### src/rtl/core/char_lcd_nibble_write_sequencer_core_assert.svh
// Assertion macros shared by the LCD write sequencer modules.
`ifndef CHAR_LCD_NIBBLE_WRITE_SEQUENCER_CORE_ASSERT_SVH
`define CHAR_LCD_NIBBLE_WRITE_SEQUENCER_CORE_ASSERT_SVH

// Same-cycle implication, clocked on clk_i, off during reset.
`define LCDNWS_ASSERT_IMP(lbl, pre, post) \
  lbl: assert property (@(posedge clk_i) disable iff (!rst_ni) (pre) |-> (post)) \
    else $error("%m: implication check failed");

// Next-cycle implication, clocked on clk_i, off during reset.
`define LCDNWS_ASSERT_NXT(lbl, pre, post) \
  lbl: assert property (@(posedge clk_i) disable iff (!rst_ni) (pre) |=> (post)) \
    else $error("%m: next-cycle check failed");

`endif

### src/rtl/core/lcdnws_pkg.sv
// Types, constants and the Cyrillic code table of the LCD write sequencer.
package lcdnws_pkg;

  localparam int unsigned DELAY_W = 24;
  localparam logic [DELAY_W-1:0] DELAY_RESET = 24'd10000;

  localparam logic [7:0] XLATE_FLOOR = 8'hA0;
  localparam logic [7:0] CYR_BASE    = 8'hC0;
  localparam logic [7:0] CYR_YO_UP   = 8'hA8;
  localparam logic [7:0] CYR_YO_LO   = 8'hB8;
  localparam logic [7:0] LCD_YO      = 8'hA2;

  typedef enum logic {
    OP_WRITE = 1'b0,
    OP_INIT  = 1'b1
  } op_e;

  typedef struct packed {
    op_e        op;
    logic       rs;
    logic [7:0] code;
  } entry_t;

  localparam logic [7:0] CYR_TABLE [64] = '{
    8'h41, 8'hA0, 8'h42, 8'hA1, 8'hE0, 8'h45, 8'hA3, 8'hA4,
    8'hA5, 8'hA6, 8'h4B, 8'hA7, 8'h4D, 8'h48, 8'h4F, 8'hA8,
    8'h50, 8'h43, 8'h54, 8'hA9, 8'hAA, 8'h58, 8'hE1, 8'hAB,
    8'hAC, 8'hE2, 8'hAD, 8'hAE, 8'h62, 8'hAF, 8'hB0, 8'hB1,
    8'h61, 8'hB2, 8'hB3, 8'hB4, 8'hE3, 8'h65, 8'hB6, 8'hB7,
    8'hB8, 8'hB9, 8'hBA, 8'hBB, 8'hBC, 8'hBD, 8'h6F, 8'hBE,
    8'h70, 8'h63, 8'hBF, 8'h79, 8'hE4, 8'h78, 8'hE5, 8'hC0,
    8'hC1, 8'hE6, 8'hC2, 8'hC3, 8'hC4, 8'hC5, 8'hC6, 8'hC7
  };

  // Windows-1251 Cyrillic to display character code.
  function automatic logic [7:0] xlate(input logic [7:0] b);
    logic [7:0] r;
    r = b;
    if (b >= CYR_BASE) begin
      r = CYR_TABLE[b[5:0]];
    end else if (b == CYR_YO_UP || b == CYR_YO_LO) begin
      r = LCD_YO;
    end
    return r;
  endfunction

endpackage

### src/rtl/core/char_lcd_nibble_write_sequencer_core.sv
// Top level of the four-bit character LCD write sequencer.
//
//   channel   dir  handshake                 payload
//   request   in   in_valid_i / in_ready_o   command_i, value_byte_i, is_data_i
//   pin state out  out_valid_o / out_ready_i reg_select_o, nibble_o, enable_o,
//                                            hold_units_o, last_o
//   delay     in   delay_we_i                delay_cycles_i
//
// A byte write gives 4 pin states, init gives 7 (first one held 3 units).
// Each state is loaded, handed over once out_ready_i is high, then held in
// the sequencer for hold_units delay units.
// Requests queue up (QUEUE_DEPTH deep) while the sequencer holds pins.
// Reset is asynchronous, active low; delay_cycles resets to 10000.
module char_lcd_nibble_write_sequencer_core #(
  parameter int unsigned QUEUE_DEPTH = 2
) (
  input  logic                            clk_i,
  input  logic                            rst_ni,
  input  logic                            delay_we_i,
  input  logic [lcdnws_pkg::DELAY_W-1:0]  delay_cycles_i,
  input  logic                            in_valid_i,
  output logic                            in_ready_o,
  input  logic                            command_i,
  input  logic [7:0]                      value_byte_i,
  input  logic                            is_data_i,
  output logic                            out_valid_o,
  input  logic                            out_ready_i,
  output logic                            reg_select_o,
  output logic [3:0]                      nibble_o,
  output logic                            enable_o,
  output logic [1:0]                      hold_units_o,
  output logic                            last_o
);
  import lcdnws_pkg::*;

  logic   push_valid, push_ready, pop_valid, pop_ready;
  entry_t push_item, pop_item;

  lcdnws_front u_front (
    .in_valid_i   (in_valid_i),
    .in_ready_o   (in_ready_o),
    .command_i    (command_i),
    .value_byte_i (value_byte_i),
    .is_data_i    (is_data_i),
    .push_valid_o (push_valid),
    .push_ready_i (push_ready),
    .push_item_o  (push_item)
  );

  lcdnws_fifo #(
    .DEPTH (QUEUE_DEPTH)
  ) u_fifo (
    .clk_i        (clk_i),
    .rst_ni       (rst_ni),
    .push_valid_i (push_valid),
    .push_ready_o (push_ready),
    .push_item_i  (push_item),
    .pop_valid_o  (pop_valid),
    .pop_ready_i  (pop_ready),
    .pop_item_o   (pop_item)
  );

  lcdnws_back u_back (
    .clk_i          (clk_i),
    .rst_ni         (rst_ni),
    .delay_we_i     (delay_we_i),
    .delay_cycles_i (delay_cycles_i),
    .pop_valid_i    (pop_valid),
    .pop_ready_o    (pop_ready),
    .pop_item_i     (pop_item),
    .out_valid_o    (out_valid_o),
    .out_ready_i    (out_ready_i),
    .reg_select_o   (reg_select_o),
    .nibble_o       (nibble_o),
    .enable_o       (enable_o),
    .hold_units_o   (hold_units_o),
    .last_o         (last_o)
  );

endmodule

### src/rtl/core/lcdnws_front.sv
// Front end: accepts requests, translates data bytes, pushes queue entries.
module lcdnws_front (
  input  logic                in_valid_i,
  output logic                in_ready_o,
  input  logic                command_i,
  input  logic [7:0]          value_byte_i,
  input  logic                is_data_i,
  output logic                push_valid_o,
  input  logic                push_ready_i,
  output lcdnws_pkg::entry_t  push_item_o
);
  import lcdnws_pkg::*;

  logic [7:0] code;

  always_comb begin
    code = value_byte_i;
    if (is_data_i && value_byte_i > XLATE_FLOOR) begin
      code = xlate(value_byte_i);
    end
  end

  always_comb begin
    if (command_i) begin
      push_item_o.op   = OP_INIT;
      push_item_o.rs   = 1'b0;
      push_item_o.code = '0;
    end else begin
      push_item_o.op   = OP_WRITE;
      push_item_o.rs   = is_data_i;
      push_item_o.code = code;
    end
  end

  assign push_valid_o = in_valid_i;
  assign in_ready_o   = push_ready_i;

endmodule

### src/rtl/core/lcdnws_fifo.sv
// Short request queue between front end and pin sequencer.
module lcdnws_fifo #(
  parameter int unsigned DEPTH = 2
) (
  input  logic                clk_i,
  input  logic                rst_ni,
  input  logic                push_valid_i,
  output logic                push_ready_o,
  input  lcdnws_pkg::entry_t  push_item_i,
  output logic                pop_valid_o,
  input  logic                pop_ready_i,
  output lcdnws_pkg::entry_t  pop_item_o
);
  import lcdnws_pkg::*;
  `include "char_lcd_nibble_write_sequencer_core_assert.svh"

  localparam int unsigned PTR_W = (DEPTH > 1) ? $clog2(DEPTH) : 1;
  localparam int unsigned CNT_W = $clog2(DEPTH + 1);

  entry_t             mem_q [DEPTH];
  logic [PTR_W-1:0]   wr_ptr_q, rd_ptr_q;
  logic [CNT_W-1:0]   count_q;
  logic               push, pop;

  assign push_ready_o = (count_q != CNT_W'(DEPTH));
  assign pop_valid_o  = (count_q != '0);
  assign pop_item_o   = mem_q[rd_ptr_q];
  assign push         = push_valid_i && push_ready_o;
  assign pop          = pop_valid_o && pop_ready_i;

  always_ff @(posedge clk_i) begin
    if (push) begin
      mem_q[wr_ptr_q] <= push_item_i;
    end
  end

  always_ff @(posedge clk_i or negedge rst_ni) begin
    if (!rst_ni) begin
      wr_ptr_q <= '0;
      rd_ptr_q <= '0;
      count_q  <= '0;
    end else begin
      if (push) begin
        wr_ptr_q <= (wr_ptr_q == PTR_W'(DEPTH - 1)) ? '0 : wr_ptr_q + 1'b1;
      end
      if (pop) begin
        rd_ptr_q <= (rd_ptr_q == PTR_W'(DEPTH - 1)) ? '0 : rd_ptr_q + 1'b1;
      end
      if (push && !pop) begin
        count_q <= count_q + 1'b1;
      end else if (pop && !push) begin
        count_q <= count_q - 1'b1;
      end
    end
  end

  `LCDNWS_ASSERT_IMP(a_cnt_bound, 1'b1, count_q <= CNT_W'(DEPTH))
  `LCDNWS_ASSERT_NXT(a_cnt_up, push && !pop, count_q == $past(count_q) + 1'b1)
  `LCDNWS_ASSERT_NXT(a_cnt_dn, pop && !push, count_q == $past(count_q) - 1'b1)

endmodule

### src/rtl/core/lcdnws_back.sv
// Pin sequencer: expands queue entries into timed LCD pin states.
module lcdnws_back (
  input  logic                            clk_i,
  input  logic                            rst_ni,
  input  logic                            delay_we_i,
  input  logic [lcdnws_pkg::DELAY_W-1:0]  delay_cycles_i,
  input  logic                            pop_valid_i,
  output logic                            pop_ready_o,
  input  lcdnws_pkg::entry_t              pop_item_i,
  output logic                            out_valid_o,
  input  logic                            out_ready_i,
  output logic                            reg_select_o,
  output logic [3:0]                      nibble_o,
  output logic                            enable_o,
  output logic [1:0]                      hold_units_o,
  output logic                            last_o
);
  import lcdnws_pkg::*;
  `include "char_lcd_nibble_write_sequencer_core_assert.svh"

  typedef enum logic [1:0] {
    ST_IDLE,
    ST_LOAD,
    ST_SHOW,
    ST_WAIT
  } state_e;

  typedef struct packed {
    logic       rs;
    logic [3:0] nib;
    logic       en;
    logic [1:0] hold;
    logic       last;
  } pin_t;

  localparam logic [2:0] WRITE_LAST = 3'd3;
  localparam logic [2:0] INIT_LAST  = 3'd6;
  localparam logic [2:0] INIT_FN8   = 3'd5;
  localparam logic [3:0] NIB_FN     = 4'h2;
  localparam logic [3:0] NIB_4BIT   = 4'h8;
  localparam logic [1:0] HOLD_ONE   = 2'd1;
  localparam logic [1:0] HOLD_IDLE  = 2'd3;

  state_e             st_q;
  entry_t             ent_q;
  logic [2:0]         step_q;
  logic [1:0]         unit_q;
  logic [DELAY_W-1:0] tick_q, delay_q, reload;
  logic               out_valid_q;
  pin_t               out_q, pin;

  assign reload = (delay_q == '0) ? DELAY_W'(1) : delay_q;

  always_comb begin
    pin.rs = ent_q.rs;
    case (ent_q.op)
      OP_INIT: begin
        pin.rs   = 1'b0;
        pin.last = (step_q == INIT_LAST);
        if (step_q == '0) begin
          pin.nib  = '0;
          pin.en   = 1'b0;
          pin.hold = HOLD_IDLE;
        end else begin
          pin.nib  = (step_q < INIT_FN8) ? NIB_FN : NIB_4BIT;
          pin.en   = step_q[0];
          pin.hold = HOLD_ONE;
        end
      end
      default: begin
        pin.nib  = step_q[1] ? ent_q.code[3:0] : ent_q.code[7:4];
        pin.en   = ~step_q[0];
        pin.hold = HOLD_ONE;
        pin.last = (step_q == WRITE_LAST);
      end
    endcase
  end

  assign pop_ready_o = (st_q == ST_IDLE);

  always_ff @(posedge clk_i or negedge rst_ni) begin
    if (!rst_ni) begin
      st_q        <= ST_IDLE;
      ent_q       <= '0;
      step_q      <= '0;
      unit_q      <= '0;
      tick_q      <= '0;
      delay_q     <= DELAY_RESET;
      out_valid_q <= 1'b0;
      out_q       <= '0;
    end else begin
      if (delay_we_i) begin
        delay_q <= delay_cycles_i;
      end
      case (st_q)
        ST_IDLE: begin
          if (pop_valid_i) begin
            ent_q  <= pop_item_i;
            step_q <= '0;
            st_q   <= ST_LOAD;
          end
        end
        ST_LOAD: begin
          out_q       <= pin;
          out_valid_q <= 1'b1;
          st_q        <= ST_SHOW;
        end
        ST_SHOW: begin
          if (out_ready_i) begin
            out_valid_q <= 1'b0;
            tick_q      <= reload;
            unit_q      <= out_q.hold;
            st_q        <= ST_WAIT;
          end
        end
        ST_WAIT: begin
          if (tick_q == DELAY_W'(1)) begin
            if (unit_q == 2'd1) begin
              if (out_q.last) begin
                st_q <= ST_IDLE;
              end else begin
                step_q <= step_q + 1'b1;
                st_q   <= ST_LOAD;
              end
            end else begin
              unit_q <= unit_q - 1'b1;
              tick_q <= reload;
            end
          end else begin
            tick_q <= tick_q - 1'b1;
          end
        end
        default: begin
          st_q <= ST_IDLE;
        end
      endcase
    end
  end

  assign out_valid_o  = out_valid_q;
  assign reg_select_o = out_q.rs;
  assign nibble_o     = out_q.nib;
  assign enable_o     = out_q.en;
  assign hold_units_o = out_q.hold;
  assign last_o       = out_q.last;

  `LCDNWS_ASSERT_IMP(a_valid_show, out_valid_q, st_q == ST_SHOW)
  `LCDNWS_ASSERT_IMP(a_wait_live, st_q == ST_WAIT, unit_q != '0 && tick_q != '0)
  `LCDNWS_ASSERT_NXT(a_take_wait, st_q == ST_SHOW && out_ready_i,
                     st_q == ST_WAIT && !out_valid_q)

endmodule
### config.mk
export PLATFORM = sky130hd
export DESIGN_NAME = char_lcd_nibble_write_sequencer_core
export DESIGN_NICKNAME = d
export VERILOG_FILES = /design/src/rtl/core/lcdnws_pkg.sv /design/src/rtl/core/char_lcd_nibble_write_sequencer_core.sv /design/src/rtl/core/lcdnws_front.sv /design/src/rtl/core/lcdnws_fifo.sv /design/src/rtl/core/lcdnws_back.sv
export VERILOG_INCLUDE_DIRS = /design/src /design/src/rtl/core
export SDC_FILE = /design/constraint.sdc
export NUM_CORES = 1
export LEC_CHECK = 0
export ABC_AREA = 1
export BUFFER_PORTS_ARGS = -buffer_cell sky130_fd_sc_hd__buf_4
export CORE_MARGIN = 2
export CORE_UTILIZATION = 40
export CTS_BUF_LIST = sky130_fd_sc_hd__clkbuf_8
export CTS_CLUSTER_SIZE = 40
export DETAILED_ROUTE_END_ITERATION = 10
export SYNTH_ARGS = -nofsm -noshare
export SYNTH_HDL_FRONTEND = slang
export SYNTH_HIERARCHICAL = 1
export SYNTH_SLANG_ARGS = --single-unit
export TNS_END_PERCENT = 30
### constraint.sdc
create_clock -name clk_i -period 1.9 [get_ports clk_i]
set_input_delay 0.19 -clock clk_i [delete_from_list [all_inputs] [get_ports clk_i]]
set_output_delay 0.19 -clock clk_i [all_outputs]
set_load 0.03 [all_outputs]
==> run metrics, run 1 <==
placed cell areas=6810 um^2; Warnings, synthesis=6; most common cell in the netlist=nand2_1; post-synth top area share=30.0%; post-route insts no fill=1094; Mapped Cells=816; largest net degree at the start of global routing=49; Period minus WS final=1.79 ns; Top delay family on crit path=simple AND/OR/NAND/NOR gates; Antenna Nets Post-Route=0; setup TNS=0 ns; RR Startpoint=u_back/tick_q[2]; CTS buffer count=9; layout cells sized above 1=a little under a fifth; Post-synth top cells=228 x nand2_1, 88 x inv_1, 81 x nor2_1; CTS tree=built; H-tree depth=3; crit path capture=u_back/tick_q[19]; top post-synthesis cells by area=dfrtp_1 30%, nand2_1 14%, edfxtp_1 9.7%, o21ai_0 6.0%, inv_1 5.4%; Top Ports=50; largest buffer count on any clock path=2; worst hold path startpoint=delay_cycles_i[13]; Synth Area per Inst=~7.6 um^2; CP required=roughly 2.2 ns; Power Density=1340 nW/um^2; Die Span X=about 130 um; max-slew violation count=0; CTS sink cnt=99; die area=16400 um^2; Net Count, Synth=873; CP Capture Type=flop; final setup fails=0; Least-Margin Pin Slew=roughly 0.57 ns; dominant synthesized flop cell=dfrtp_1; Final period util=94.4%; post-layout util=between 40% and 50%; Starting DRT DRC Count=497; placed cell count=1058; Worst Path Max Fanout=5; cell depth of the worst setup path=8; R2R Path End=u_back/tick_q[19]; clock tree root driver cell=clkbuf_8; leakage=about 0.0036 uW; gr usage total=19.6%; synthesized area=6170 um^2; synthesized flop and latch total=99; core area=15100 um^2; row cnt=45; Startpoint Class=flop; Max Cap Viol=0; register area share after synthesis=a little over two fifths; Post-DP HPWL=~11000 um; Worst Reg-to-Reg Cells=8; Worst EP arrival=2.07 ns; vias in the first global route=5135; Worst-Skew Late Latency=0.39 ns; first-pass GRT wire length=around 26000 um; Final WS setup=0.106 ns; DR vias=5477; biggest area consumer among synthesized cells=dfrtp_1; FMAX=557 MHz; final WL=15100 um; status=finished clean; RePlAce Congestion=0.940; Slew HR=a little over 60%; drt drc=0; CTS clk-pin slew, worst paths=approximately 0.090 ns; RSZ-0062 raised after global routing=yes; worst ir drop on vdd=0.499 mV; CP Cell Sequence=nor2_1 -> nand3_1 -> nor2_2 -> nand2_1 -> nor2_1 -> nor2_1 -> o21ai_0 -> nand2_1; buffer and inverter count on the worst path=0; Most common cell on crit path=nor2_1; Worst path max stage delay=0.46 ns; final hold vios=0; critical path class=flop to flop; flop-to-flop setup slack=roughly 0.11 ns; TritonRoute pass-1 iters=5; Syn-to-layout area delta=17.1%; grt ovf=0; Async SR Flop Fraction=79.8%; final antenna diode count=0; Worst path slowest cell=dfrtp_2; Nets=958; number of flops mapped to enable cells by yosys=20; average wire per standard cell=between 10 and 15 um; initial core utilization=approximately 41%; Finished Cell Area=7220 um^2; number of port buffers=49; Yosys cell types=48; Setup Skew=0.0112 ns; Place WS=0.0857 ns; Die Height=128 um; worst min path class=input port to flop; Critical Path Source=u_back/tick_q[2]; vias per cell=between 5 and 6; initial antenna violation count=0
per-layer routing:
metal / GRT usage [%] / share of wire [%]
met2: 29.3 / 44
met5: 0 / 0
met3: 3.17 / 4.6
met4: 6.40 / 1.5
met1: 28.9 / 50
power by group:
part           switching, uW  internal [uW]
clock                    736            596
combinational           3020           1920
sequential               502           2900
cell families (layout without fill, tap and decap cells):
group / Yosys count / after routing / synth area share, %
buffers and inverters: 128 / 218 / 10.3
DFF: 99 / 99 / 41.9
adders and majority gates: 18 / 18 / 3.65
xor gates and xnor gates: 6 / 6 / 0.973
muxes: 7 / 7 / 1.28
and+or+nand+nor: 423 / 423 / 29.8
AOI/OAI and AO/OA: 135 / 135 / 12.2
worst min-delay path: stages:
cell	delay [ns]
buf_4	0.08
nand2_1	0.04
o21ai_0	0.06
cell type report:
type,count,area [um^2]
Clock buffer,9,124
Clock inverter,7,61.3
Fill cell,1520,7920
Inverter,100,394
Multi-Input combinational cell,589,2990
Sequential cell,99,2590
Tap cell,188,235
Timing Repair Buffer,102,835
how the worst min path moves through the flow:
stage | end | slack (ns) | cells after the start
final | u_back/delay_q[13] | 0.03 | 3
after global routing | u_back/delay_q[8] | 0.003 | 3
after CTS | u_back/delay_q[9] | 0.0002 | 3
after detailed placement | u_back/delay_q[19] | 0.23 | 1
after global placement | u_back/delay_q[19] | 0.22 | 1
after floorplan | u_back/delay_q[0] | -0.11 | 0
sequential cells by signal (all words and copies together) (netlist names):
register             count
u_back/delay_q          24
u_back/tick_q           24
u_fifo/mem_q            20
u_back/ent_q            10
u_back/nibble_o          4
u_back/step_q            3
u_back/hold_units_o      2
u_back/st_q              2
u_back/unit_q            2
u_fifo/count_q           2
u_back/enable_o          1
u_back/last_o            1
u_back/out_valid_o       1
u_back/reg_select_o      1
u_fifo/rd_ptr_q          1
u_fifo/wr_ptr_q          1
cells in the final DEF (no fill, tap or decap), types with 4 or more instances in the layout:
cell,count
o21ai_1,10
nor2_1,78
dfstp_2,5
nand2_1,227
xor2_1,4
inv_2,9
nand4_1,14
nor3_1,9
o21ai_0,72
inv_1,88
ha_1,15
nand3_1,60
dlygate4sd3_1,16
nand3_2,4
nor2_2,9
a21oi_1,34
edfxtp_1,20
nand2_4,5
nand2_2,10
o22ai_1,4
clkbuf_8,9
dfrtp_1,72
buf_4,83
mux2_2,7
through the flow:
stage / hold WS (ns) / power (uW)
2_1_floorplan: -0.106 / 6820
3_3_place_gp: 0.215 / 8170
3_5_place_dp: 0.226 / 8200
4_1_cts: 0.000150 / 9580
5_1_grt: 0.00281 / 10600
6_report: 0.0257 / 9680
timing repair:
action,in CTS,in global routing
buffers inserted,0,4
hold buffers,16,0
hold endpoints to repair,51,0
endpoints found under the setup margin,0,14
gates resized for setup,0,16
Note: power is estimated with default switching activity, not from simulation.
==> run 2: changes to the inputs <==
--- a/config.mk
+++ b/config.mk
@@ -6,7 +6,6 @@
 export SDC_FILE = /design/constraint.sdc
 export NUM_CORES = 1
 export LEC_CHECK = 0
-export ABC_AREA = 1
 export BUFFER_PORTS_ARGS = -buffer_cell sky130_fd_sc_hd__buf_4
 export CORE_MARGIN = 2
 export CORE_UTILIZATION = 40
==> run metrics, run 2 <==
layout cells sized above 1=38.3% (was 18.9%); worst ir drop on vdd=0.540 mV (was 0.499 mV); Worst Reg-to-Reg Cells=8 (unchanged); Mapped Cells=580 (was 816); critical path class=flop to flop (unchanged); H-tree depth=3 (unchanged); CP required=2.22 ns (was 2.17 ns); Final period util=113% (was 94.4%); Worst Path Max Fanout=5 (unchanged); Worst-Skew Late Latency=0.38 ns (was 0.39 ns); core area=14500 um^2 (was 15100 um^2); adder-cell share of the synthesized area=3.80% (was 3.65%); Syn-to-layout area delta=30.3% (was 17.1%); RR Startpoint=u_back/tick_q[0] (was u_back/tick_q[2]); largest net degree at the start of global routing=36 (was 49); Simple-Gate Fraction of Synth Area=18.8% (was 29.8%); final antenna diode count=0 (unchanged); worst hold path startpoint=delay_cycles_i[4] (was delay_cycles_i[13]); status=finished with violations (was finished clean); Worst path max stage delay=0.53 ns (was 0.46 ns); grt ovf=0 (unchanged); Worst EP arrival=2.46 ns (was 2.07 ns); Worst path slowest cell=or4b_4 (was dfrtp_2); Post-synth top cells=74 x dfrtp_1, 48 x mux2_2, 45 x nand2_1 (was 228 x nand2_1, 88 x inv_1, 81 x nor2_1); TritonRoute pass-1 iters=6 (was 5); final setup fails=27 (was 0); initial antenna violation count=0 (unchanged); Power Density=1400 nW/um^2 (was 1340 nW/um^2); DR vias=5201 (was 5477); main combinational cell family by area after synthesis=simple AND/OR/NAND/NOR gates (unchanged); gr usage total=20.6% (was 19.6%); first-pass GRT wire length=26300 um (was 25800 um); Net Count, Synth=637 (was 873); Async SR Flop Fraction=79.8% (unchanged); number of port buffers=49 (unchanged); Die Height=126 um (was 128 um); post-route insts no fill=909 (was 1094); Synth Area in Compound Gates=15.2% (was 12.2%); CTS buffer count=9 (unchanged); Antenna Nets Post-Route=0 (unchanged); Synth Area per Inst=10.2 um^2 (was 7.56 um^2); clock tree root driver cell=clkbuf_8 (unchanged); hold path depth=2 (was 3); initial core utilization=40.9% (was 40.7%); biggest area consumer among synthesized cells=dfrtp_1 (unchanged); max-slew violation count=0 (unchanged); area occupied by multi-input gates=3280 um^2 (was 2990 um^2); Layout fillers=1281 (was 1520); RePlAce Congestion=0.883 (was 0.940); drt drc=0 (unchanged); worst min-delay path endpoint=u_back/delay_q[4] (was u_back/delay_q[13]); largest buffer count on any clock path=2 (unchanged); Total Power=10800 uW (was 9680 uW); FMAX=466 MHz (was 557 MHz); register area share after synthesis=43.6% (was 41.9%); Yosys cell types=72 (was 48); register area=2590 um^2 (unchanged); mux cell area share after synthesis=12.8% (was 1.28%); Max Cap Viol=0 (unchanged); final hold vios=0 (unchanged); CP Capture Type=flop (unchanged); R2R Path End=u_back/tick_q[6] (was u_back/tick_q[19]); average wire per standard cell=17.5 um (was 13.8 um); Final WS setup=-0.244 ns (was 0.106 ns); final WL=15900 um (was 15100 um); dominant synthesized flop cell=dfrtp_1 (unchanged); CTS tree=built (unchanged); placed cell count=877 (was 1058); leakage=0.00324 uW (was 0.00355 uW); buffer and inverter count on the worst path=4 (was 0); biggest regs=u_back/delay_q x24, u_back/tick_q x24, u_fifo/mem_q x20 (unchanged); most common cell in the netlist=dfrtp_1 (was nand2_1); failing checks=setup timing; synthesized area=5930 um^2 (was 6170 um^2); vias per cell=5.72 (was 5.01); vias in the first global route=5129 (was 5135); Nets=777 (was 958); top post-synthesis cells by area=dfrtp_1 31%, edfxtp_1 10%, mux2_2 9.1%, ha_1 3.8%, nand2_1 2.8% (was dfrtp_1 30%, nand2_1 14%, edfxtp_1 9.7%, o21ai_0 6.0%, inv_1 5.4%); Post-DP HPWL=11600 um (was 11100 um); CTS sink cnt=99 (unchanged); Setup Skew=0.0167 ns (was 0.0112 ns); cell depth of the worst setup path=8 (unchanged); CTS clk-pin slew, worst paths=0.10 ns (was 0.09 ns); row cnt=44 (was 45); Top Ports=50 (unchanged); Starting DRT DRC Count=342 (was 497); post-synth top area share=31.2% (was 30.0%); flop-to-flop setup slack=-0.24 ns (was 0.11 ns); most frequent cells in the layout=146 x buf_4, 72 x dfrtp_1, 47 x mux2_2 (was 227 x nand2_1, 88 x inv_1, 83 x buf_4); CP Cell Sequence=buf_6 -> inv_4 -> ha_4 -> or4b_4 -> buf_12 -> buf_4 -> or4_1 -> nand3_1 (was nor2_1 -> nand3_1 -> nor2_2 -> nand2_1 -> nor2_1 -> nor2_1 -> o21ai_0 -> nand2_1); synthesized flop and latch total=99 (unchanged); die area=15800 um^2 (was 16400 um^2); Warnings, synthesis=6 (unchanged); Startpoint Class=flop (unchanged); worst min path class=input port to flop (unchanged); Period minus WS final=2.14 ns (was 1.79 ns); XOR/XNOR Fraction of Synth Area=1.03% (was 0.973%); RSZ-0062 raised after global routing=yes (unchanged); number of flops mapped to enable cells by yosys=20 (unchanged); Die Span X=126 um (was 128 um); Top delay family on crit path=simple AND/OR/NAND/NOR gates (unchanged); most common cell after layout, fill and taps aside=buf_4 (was nand2_1); Slew HR=66.1% (was 62.1%); Least-Margin Pin Slew=0.508 ns (was 0.568 ns)
-- run 2: cell count changes after synthesis, sizes merged, moves of 12 or more --
cell | before | now
nand3 | 64 | 27
nor2 | 89 | 30
mux2i | 0 | 15
o211ai | 3 | 19
a21oi | 37 | 15
nand2b | 0 | 12
o21ai | 84 | 25
inv | 98 | 29
nor4 | 0 | 17
nand2 | 242 | 47
mux2 | 7 | 50
-- run 2: through the flow --
stage / hold slack, ns / utilization (%) / cell area, um^2 / TNS [ns] / setup slack (ns)
2_1_floorplan: -0.106 / - / 6010 / -1.43 / -0.121
3_3_place_gp: 0.199 / 49.6 / 7180 / -2.88 / -0.173
3_5_place_dp: 0.201 / 49.6 / 7180 / -4.30 / -0.222
4_1_cts: 0.0167 / 52.4 / 7590 / -3.61 / -0.209
5_1_grt: 0.0207 / 53.3 / 7720 / -5.84 / -0.284
6_report: 0.0352 / 53.3 / 7720 / -4.03 / -0.244
-- run 2: kinds of logic after synthesis --
logic type	after synthesis
AND/OR/NAND/NOR	198
AO/OA/AOI/OAI	128
flip-flops	99
multiplexers	67
buffers and inverters	63
adder cells (fa/ha/maj)	18
XOR/XNOR	7
-- run 2: where the power goes --
part / internal [uW] / total (uW) / switching, uW
Combinational: 2950 / 5840 / 2890
Clock: 739 / 1480 / 742
Sequential: 2900 / 3510 / 611
-- run 2: timing repair --
item / in CTS / in global routing
resized for setup: 32 / 16
cloned: 1 / 0
hold endpoints to repair: 31 / 0
pin swaps: 19 / 15
hold buffers: 1 / 0
buffers inserted: 9 / 7
endpoints found under the setup margin: 31 / 30
-- run 2: worst max path at each step --
stage	from	to	slack (ns)
finish	u_back/tick_q[0]	u_back/tick_q[6]	-0.24
global route	u_back/tick_q[8]	u_back/st_q[0]	-0.28
CTS	u_back/tick_q[0]	u_back/tick_q[20]	-0.21
detailed placement	u_back/tick_q[0]	u_back/tick_q[7]	-0.22
global placement	u_back/tick_q[0]	u_back/tick_q[18]	-0.17
floorplan	u_back/tick_q[17]	u_back/step_q[2]	-0.12
-- run 2: final cells by class --
type	count	area share (%)
clock buffer	9	1.60
tap	184	2.98
clock inverter	7	1.18
multi-input combinational	419	42.5
sequential	99	33.5
timing repair buffer	160	16.7
inverter	31	1.54
-- run 2: per-layer routing --
layer / vias to the layer above / share of wire [%] / GRT usage [%]
li1: 2483 / - / -
met1: 2550 / 48 / 29.9
met2: 150 / 45 / 31.4
met3: 18 / 5.6 / 3.91
met4: 0 / 1.3 / 6.21
met5: - / 0 / 0
==> run 3: changes to the inputs <==
--- a/config.mk
+++ b/config.mk
@@ -12,6 +12,7 @@
 export CTS_BUF_LIST = sky130_fd_sc_hd__clkbuf_8
 export CTS_CLUSTER_SIZE = 40
 export DETAILED_ROUTE_END_ITERATION = 10
+export PLACE_DENSITY_LB_ADDON = 0.08
 export SYNTH_ARGS = -nofsm -noshare
 export SYNTH_HDL_FRONTEND = slang
 export SYNTH_HIERARCHICAL = 1
==> run metrics, run 3 (synthesized netlist as in run 2, its figures left out) <==
failing checks=setup timing (unchanged); Slew HR=60.6% (was 66.1%); Setup Skew=0.0163 ns (was 0.0167 ns); Max Cap Viol=0 (unchanged); post-layout util=53.2% (was 53.3%); RePlAce Congestion=0.929 (was 0.883); CTS sink cnt=99 (unchanged); CTS buffer count=9 (unchanged); final hold vios=0 (unchanged); worst hold path startpoint=delay_cycles_i[2] (was delay_cycles_i[4]); Power Density=1390 nW/um^2 (was 1400 nW/um^2); Syn-to-layout area delta=30.1% (was 30.3%); FMAX=475 MHz (was 466 MHz); largest net degree at the start of global routing=37 (was 36); CP required=2.18 ns (was 2.22 ns); leakage=0.00322 uW (was 0.00324 uW); row cnt=44 (unchanged); H-tree depth=3 (unchanged); RSZ-0062 raised after global routing=yes (unchanged); initial core utilization=40.9% (unchanged); most common cell after layout, fill and taps aside=buf_4 (unchanged); worst min path class=input port to flop (unchanged); status=finished with violations (unchanged); Hold WS=0.0254 ns (was 0.0352 ns); biggest regs=u_back/delay_q x24, u_back/tick_q x24, u_fifo/mem_q x20 (unchanged); Period minus WS final=2.11 ns (was 2.14 ns); number of port buffers=49 (unchanged); first-pass GRT wire length=27200 um (was 26300 um); TritonRoute pass-1 iters=5 (was 6); Final WS setup=-0.205 ns (was -0.244 ns); grt ovf=0 (unchanged); max-slew violation count=0 (unchanged); Top Ports=50 (unchanged); layout cells sized above 1=39.2% (was 38.3%); Nets=776 (was 777); final setup fails=27 (unchanged); final antenna diode count=0 (unchanged); gr usage total=21.7% (was 20.6%); average wire per standard cell=18.4 um (was 17.5 um); largest buffer count on any clock path=2 (unchanged); final WL=16700 um (was 15900 um); CP Capture Type=flop (unchanged); Worst EP arrival=2.39 ns (was 2.46 ns); Worst-Skew Late Latency=0.38 ns (about the same); core area=14500 um^2 (unchanged); Antenna Nets Post-Route=0 (unchanged); Die Height=126 um (unchanged); vias per cell=5.66 (was 5.72); Post-DP HPWL=12300 um (was 11600 um); Final period util=111% (was 113%); die area=15800 um^2 (unchanged); RR Startpoint=u_back/tick_q[10] (was u_back/tick_q[0]); Critical Path Source=u_back/tick_q[10] (was u_back/tick_q[0]); Startpoint Class=flop (unchanged); Starting DRT DRC Count=302 (was 342); drt drc=0 (unchanged); Worst Path Max Fanout=4 (was 5); Least-Margin Pin Slew=0.586 ns (was 0.508 ns); worst ir drop on vdd=0.581 mV (was 0.540 mV); critical path class=flop to flop (unchanged); CTS clk-pin slew, worst paths=0.11 ns (was 0.10 ns); vias in the first global route=5140 (was 5129); DR vias=5139 (was 5201); clock tree root driver cell=clkbuf_8 (unchanged); most frequent cells in the layout=142 x buf_4, 72 x dfrtp_1, 46 x mux2_2 (was 146 x buf_4, 72 x dfrtp_1, 47 x mux2_2); initial antenna violation count=0 (unchanged); Die Span X=126 um (unchanged); CTS tree=built (unchanged)
-- run 3: cell types whose count changed in the layout (fill, tap and decap cells not counted), moves of 3 or more --
cell / delta
o21ai_0: -3
buf_4: -4
buf_6: +4
o21ai_1: +3
inv_8: +3
-- run 3: repair_timing --
| action | in CTS | in global routing |
|---|---|---|
| endpoints found under the hold margin | 28 | 0 |
| setup endpoints to repair | 30 | 31 |
| setup buffers | 8 | 4 |
| hold buffers | 1 | 0 |
| pin swaps | 12 | 15 |
| gates cloned | 1 | 0 |
| resized for setup | 29 | 32 |
-- run 3: cell type report --
| cell class | count | area (um^2) |
|---|---|---|
| fill | 1340 | 6770 |
| multi-input combinational | 419 | 3290 |
| timing repair buffer | 159 | 1280 |
| tap | 184 | 230 |
| clock inverter | 7 | 76.3 |
| inverter | 31 | 116 |
| sequential | 99 | 2590 |
| clock buffer | 9 | 124 |
-- run 3: final timing paths --
path / end / slack, ns / depth (start not counted)
worst max-delay path: u_back/step_q[2] / -0.21 / 6
worst min-delay path: u_back/delay_q[2] / 0.03 / 2
worst max register to register: u_back/step_q[2] / -0.21 / 6
worst min register to register: u_fifo/wr_ptr_q / 0.50 / 1
max in group asynchronous: u_back/delay_q[13] / 0.95 / 3
min in group asynchronous: u_back/hold_units_o[0] / 0.28 / 2
-- run 3: routing by layer --
layer	wire [um]	GRT usage (%)
met3	812	4.67
met2	8020	34.7
met1	7500	29.3
met5	0	0
met4	407	7.25
-- run 3: report_power, final --
| part | internal, uW | switching, uW |
|---|---|---|
| clock network | 524 | 861 |
| logic | 2940 | 2890 |
| registers | 2900 | 614 |
-- run 3: worst max-delay path, cell delays in order, from the launching register on --
cell	delay, ns
dfrtp_2	0.46
nor4_4	0.27
buf_4	0.18
nand2_2	0.05
o41a_1	0.37
or3_4	0.35
a221o_1	0.31
-- run 3: stage by stage --
stage                     worst slack, ns  area [um^2]  TNS, ns  cells  power (uW)
final                              -0.205         7710    -2.87    908       10700
after CTS                          -0.232         7580    -2.81    904       10500
after global routing               -0.263         7710    -5.27    908       11500
after detailed placement           -0.260         7190    -3.81    878        8740
after global placement             -0.225         7190    -3.09    878        8690
after floorplan                    -0.121         6010    -1.43    580        6440
